`src/design/mke_pkg.sv`:
```
`timescale 1ns / 1ps
package mke_pkg;

    localparam int NPC = 12;
    localparam int FIELD_W = 24;
    localparam int CHROMA_BITS_DEF = 24;
    localparam int W_BITS = 14;
    localparam int K_W = 25;
    localparam int PART_W = 30;
    localparam int KEY_W = 4;
    localparam int TONIC_W = 13;
    localparam int CFG_W = 24;

    localparam logic REG_MIN_TOTAL = 1'b0;

    localparam logic signed [W_BITS-1:0] MAJ_W [NPC] = '{
        14'sd3441, -14'sd1503, -14'sd3, -14'sd1383, 14'sd1077, 14'sd729,
        -14'sd1155, 14'sd2049, -14'sd1311, 14'sd213, -14'sd1431, -14'sd723};
    localparam logic signed [W_BITS-1:0] MIN_W [NPC] = '{
        14'sd3145, -14'sd1235, -14'sd227, 14'sd2005, -14'sd1331, -14'sd215,
        -14'sd1403, 14'sd1249, 14'sd325, -14'sd1223, -14'sd443, -14'sd647};

    localparam logic [TONIC_W-1:0] TONIC [NPC] = '{
        13'd6541, 13'd6930, 13'd3671, 13'd3889, 13'd4120, 13'd4365,
        13'd4625, 13'd4900, 13'd5191, 13'd5500, 13'd5827, 13'd6174};

    // Sum of squared centered weights of one profile.
    function automatic logic [K_W-1:0] f_wsum(input logic minor);
        int s;
        int w;
        s = 0;
        for (int j = 0; j < NPC; j++) begin
            w = minor ? int'(MIN_W[j]) : int'(MAJ_W[j]);
            s = s + w * w;
        end
        return K_W'(s);
    endfunction

    localparam logic [K_W-1:0] K_MAJ = f_wsum(1'b0);
    localparam logic [K_W-1:0] K_MIN = f_wsum(1'b1);

    function automatic logic [TONIC_W-1:0] f_tonic(input logic [KEY_W-1:0] key);
        if (key < KEY_W'(NPC)) begin
            return TONIC[key];
        end
        return '0;
    endfunction

    typedef struct packed {
        logic [KEY_W-1:0] idx_maj;
        logic [KEY_W-1:0] idx_min;
        logic             neg_maj;
        logic             zero_maj;
        logic             neg_min;
        logic             zero_min;
    } t_meta;

endpackage

```
`src/design/mke_merge.sv`:
```
`timescale 1ns / 1ps
module mke_merge #(
    parameter int N = 38
) (
    input  logic                          i_clk,
    input  logic [1:0]                    i_en,
    input  logic signed [N-1:0]           i_nmaj [mke_pkg::NPC],
    input  logic signed [N-1:0]           i_nmin [mke_pkg::NPC],
    output logic signed [N-1:0]           o_nmaj,
    output logic signed [N-1:0]           o_nmin,
    output logic [mke_pkg::KEY_W-1:0]     o_imaj,
    output logic [mke_pkg::KEY_W-1:0]     o_imin
);

    localparam int NG = mke_pkg::NPC / 4;

    logic signed [N-1:0]              n_n2 [2][NG];
    logic [mke_pkg::KEY_W-1:0]        n_i2 [2][NG];
    logic signed [N-1:0]              r_n2 [2][NG];
    logic [mke_pkg::KEY_W-1:0]        r_i2 [2][NG];
    logic signed [N-1:0]              n_n3 [2];
    logic [mke_pkg::KEY_W-1:0]        n_i3 [2];
    logic signed [N-1:0]              r_n3 [2];
    logic [mke_pkg::KEY_W-1:0]        r_i3 [2];

    // First level: best of each group of four. On a tie the lower rotation stays.
    always_comb begin
        logic signed [N-1:0]       a;
        logic signed [N-1:0]       b;
        logic signed [N-1:0]       c;
        logic signed [N-1:0]       d;
        logic [mke_pkg::KEY_W-1:0] ia;
        logic [mke_pkg::KEY_W-1:0] ic;
        for (int p = 0; p < 2; p++) begin
            for (int g = 0; g < NG; g++) begin
                a = (p == 0) ? i_nmaj[4*g]   : i_nmin[4*g];
                b = (p == 0) ? i_nmaj[4*g+1] : i_nmin[4*g+1];
                c = (p == 0) ? i_nmaj[4*g+2] : i_nmin[4*g+2];
                d = (p == 0) ? i_nmaj[4*g+3] : i_nmin[4*g+3];
                ia = mke_pkg::KEY_W'(4*g);
                ic = mke_pkg::KEY_W'(4*g+2);
                if (b > a) begin
                    a = b;
                    ia = mke_pkg::KEY_W'(4*g+1);
                end
                if (d > c) begin
                    c = d;
                    ic = mke_pkg::KEY_W'(4*g+3);
                end
                if (c > a) begin
                    a = c;
                    ia = ic;
                end
                n_n2[p][g] = a;
                n_i2[p][g] = ia;
            end
        end
    end

    always_ff @(posedge i_clk) begin
        if (i_en[0]) begin
            r_n2 <= n_n2;
            r_i2 <= n_i2;
        end
    end

    always_comb begin
        for (int p = 0; p < 2; p++) begin
            n_n3[p] = r_n2[p][0];
            n_i3[p] = r_i2[p][0];
            for (int g = 1; g < NG; g++) begin
                if (r_n2[p][g] > n_n3[p]) begin
                    n_n3[p] = r_n2[p][g];
                    n_i3[p] = r_i2[p][g];
                end
            end
        end
    end

    always_ff @(posedge i_clk) begin
        if (i_en[1]) begin
            r_n3 <= n_n3;
            r_i3 <= n_i3;
        end
    end

    assign o_nmaj = r_n3[0];
    assign o_nmin = r_n3[1];
    assign o_imaj = r_i3[0];
    assign o_imin = r_i3[1];

endmodule

```
`config.mk`:
```
export PLATFORM = sky130hd
export DESIGN_NAME = mke_merge
export DESIGN_NICKNAME = d
export VERILOG_FILES = /design/src/design/mke_pkg.sv /design/src/design/mke_merge.sv
export SDC_FILE = /design/constraint.sdc
export NUM_CORES = 2
export LEC_CHECK = 0
export ABC_CLOCK_PERIOD_IN_PS = 8900
export CORE_ASPECT_RATIO = 0.75
export CORE_UTILIZATION = 27
export DETAILED_ROUTE_END_ITERATION = 16
export DONT_BUFFER_PORTS = 1
export PLACE_DENSITY = 0.48
export SLEW_MARGIN = 20
export SYNTH_ARGS = -nofsm -noshare
export SYNTH_HDL_FRONTEND = slang
export SYNTH_SLANG_ARGS = --single-unit
```
`constraint.sdc`:
```
create_clock -name i_clk -period 8.9 [get_ports i_clk]
set_input_delay 1.335 -clock i_clk [delete_from_list [all_inputs] [get_ports i_clk]]
set_output_delay 1.335 -clock i_clk [all_outputs]
set_load 0.1 [all_outputs]
```
==> run_results.csv <==
group,metric,value,unit
run_status,status,"finished, final reports clean",
route,dr.first_iter.drc_count,2753,
power_and_ir_drop,switching_power,5760,uW
floorplanning,fp.dieH,346,um
sta,finalSetupViolations,0,
cells_and_area,nets,6435,
cells_and_area,final_core_util,30.0,%
route,wl,182,mm
power_and_ir_drop,p_int,5690,uW
yosys,synth_top_family_by_area,"adder cells",
place,placed_area,45300,um^2
yosys,synth_xor_area_share,0.103,%
cells_and_area,drive_gt1_share,6.04,%
hold_path,hp-start,"r_i2[0]",
sta,max_freq,134,MHz
yosys,synthSimpleGateAreaFrac,10.9,%
yosys,ys_seq_area_share,22.8,%
floorplanning,die_w,461,um
route,ant_nets,0,
cts,clk_pin_slew,0.06,ns
cts,cts_tree,"built",
cells_and_area,fin_area,46700,um^2
place,port_buffers,0,
floorplanning,placeableCoreArea,156000,um^2
cells_and_area,layout_commonest_cell,"inv_1",
cts,clock_latency,0.61,ns
run,max_cap_viol_count,0,
yosys,ys.flop_type,"edfxtp_1",
grt,grtUsageTotal,21.9,%
critical_path,crit_required,9.21,ns
power_and_ir_drop,p_per_area,245,nW/um^2
critical_path,cp-end-kind,"register",
critical_path,crit_type,"in -> reg",
sta,slew_viol_final,0,
critical_path,cpMaxStageDelayCell,"buf_4",
sta,rsz0062_at_grt,"false",
yosys,ys_types,69,
power_and_ir_drop,seqPwrFrac,38.2,%
critical_path,startpoint,"i_nmaj[273]",
cts,numCtsBuffers,42,
critical_path,timing.rr.start,"r_n2[51]",
floorplanning,die_area,159000,um^2
sta,worst_slew_pin_slew,1.12,ns
critical_path,slowest_delay,0.49,ns
yosys,synth_edf_count,324,
critical_path,r2r_slack,1.75,ns
floorplanning,io_pins,999,
yosys,ys_async_sr_fraction,0,%
power_and_ir_drop,power_frac_clock,15.9,%
yosys,netlist_area,42600,um^2
cts,root_buffer,"clkbuf_16",
cts,ctsLongestPathBuffers,3,
power_and_ir_drop,ir_drop,231,uV
grt,busiest_layer,"met2",
floorplanning,initial_core_util,27.3,%
sta,timing.setup.tns,0,ns
yosys,netlist_instances,4735,
cells_and_area,areaGrowthSynthToFinish,9.77,%
grt,grt_pass1_vias,33800,
critical_path,start_kind,"input port",
route,drc,0,
place,place.gp.congestion,0.986,
cts,ctsResizeCount,0,
yosys,synthMuxAreaShare,18.5,%
yosys,synth_fp_nets,6484,
critical_path,crit_fanout,32,
yosys,ys_warn_count,0,
sta,slew_headroom,25.2,%
critical_path,critPathTopFamily,"compound AO/OA/AOI/OAI gates",
cts,clock_sinks,324,
route,num_vias,35200,
cts,postCtsSetupBuffers,0,
grt,grt_max_degree,241,
power_and_ir_drop,switching_share,50.3,%
yosys,synthAdderAreaFrac,24.5,%
critical_path,worstPathArrival,7.76,ns
sta,finalCritPeriodShare,83.7,%
yosys,synth_compound_area_share,13.9,%
route,first_pass_iters,7,
critical_path,critPathBufInv,4,
sta,hold_viol_final,0,
power_and_ir_drop,p_leak,0.0240,uW
grt,met1_usage,28.9,%
cts,holdBufCountCts,0,
hold_path,hold_class,"reg -> reg",
sta,whs,0.546,ns
yosys,ys_ff_latch,324,
cts,h-tree-depth,2,
grt,antenna_found_initial,13,
grt,grt-ovfl-total,0,
sta,min_period,7.45,ns
yosys,syn_avg_cell_area,8.99,um^2
grt,met2_usage,36.1,%
grt,met3_usage,5.54,%
critical_path,critPathMostFrequentCell,"a21o_1",
power_and_ir_drop,p_comb_share,45.8,%
power_and_ir_drop,power,11500,uW
grt,grt_pass1_wl,252,mm
cells_and_area,mostFrequentLayoutCells,"inv_1, ha_1, mux2i_1, edfxtp_1, a21o_1",
route,via_per_inst,5.15,
sta,clock_skew,0.0449,ns
route,post_drt_wl_per_cell,26.7,um
floorplanning,num_rows,125,
place,dpl.hpwl,160,mm
-- sequential cells by signal, summed over array words and instances, names as in the netlist --
name	flops
r_i2	12
o_nmin	38
o_imin	4
r_n2	228
o_imaj	4
o_nmaj	38
-- worst paths after layout --
kind,end,depth (start not counted)
setup / recovery,r_n2[176],27
hold / removal,o_imin[0],1
setup reg to reg,o_nmin[0],23
hold reg to reg,o_imin[0],1
-- metrics by stage --
stage                     cells  setup slack, ns
after CTS                  6815             1.57
after floorplan            4735             2.15
after global placement     6737            0.960
after detailed placement   6737            0.958
after global routing       6823            0.954
final                      6824             1.45
-- routing by layer --
metal  wire (um)  up-vias
met3       14400      119
met5          13        -
met1       81200    16800
met2       83700     1137
li1            -    17100
met4        3210        2
-- power groups by stage --
stage,clock network [uW],logic [uW],registers [uW]
after CTS,1890,5270,4400
after detailed placement,0,5230,4420
final,1830,5250,4380
after floorplan,0,3760,4050
after global routing,1930,5790,4400
after global placement,0,5190,4430
-- synth_stat cells, types with 15 or more instances --
| master | instances | area share (%) |
|---|---|---|
| nor3_1 | 62 | 0.73 |
| buf_2 | 37 | 0.43 |
| buf_1 | 18 | 0.16 |
| clkbuf_1 | 94 | 0.83 |
| o221ai_1 | 40 | 0.82 |
| nand4_1 | 170 | 2.5 |
| o22a_1 | 33 | 0.68 |
| nand3_1 | 162 | 1.9 |
| edfxtp_1 | 324 | 23 |
| or2_1 | 16 | 0.24 |
| mux2i_1 | 675 | 16 |
| nor2b_1 | 59 | 0.87 |
| a21oi_1 | 212 | 2.5 |
| or2_2 | 32 | 0.47 |
| o211ai_1 | 47 | 0.83 |
| nand2_1 | 100 | 0.88 |
| a221oi_1 | 15 | 0.31 |
| a211oi_1 | 18 | 0.32 |
| o21a_1 | 31 | 0.55 |
| o21ai_0 | 192 | 2.3 |
| ha_1 | 834 | 25 |
| mux2_2 | 92 | 2.4 |
| inv_1 | 883 | 7.8 |
| nor2_1 | 130 | 1.1 |
| o22ai_1 | 17 | 0.25 |
| or4_1 | 41 | 0.72 |
| nand2b_1 | 35 | 0.51 |
| a21o_1 | 233 | 4.1 |
-- kinds of logic after synthesis --
kind of cell,after synthesis
AND/OR/NAND/NOR,860
XOR/XNOR,5
flip-flops,324
buffers and inverters,1041
AO/OA/AOI/OAI,898
multiplexers,773
adder cells (fa/ha/maj),834
-- final cells by class --
cell class	instances	area [um^2]
Sequential cell	324	9730
Tap cell	2095	2620
Clock inverter	31	363
Multi-Input combinational cell	3370	29100
Timing Repair Buffer	63	548
Inverter	885	3320
Clock buffer	47	1070
Antenna cell	9	22.5
Fill cell	16500	109000
Note: power is estimated with default switching activity, not from simulation.
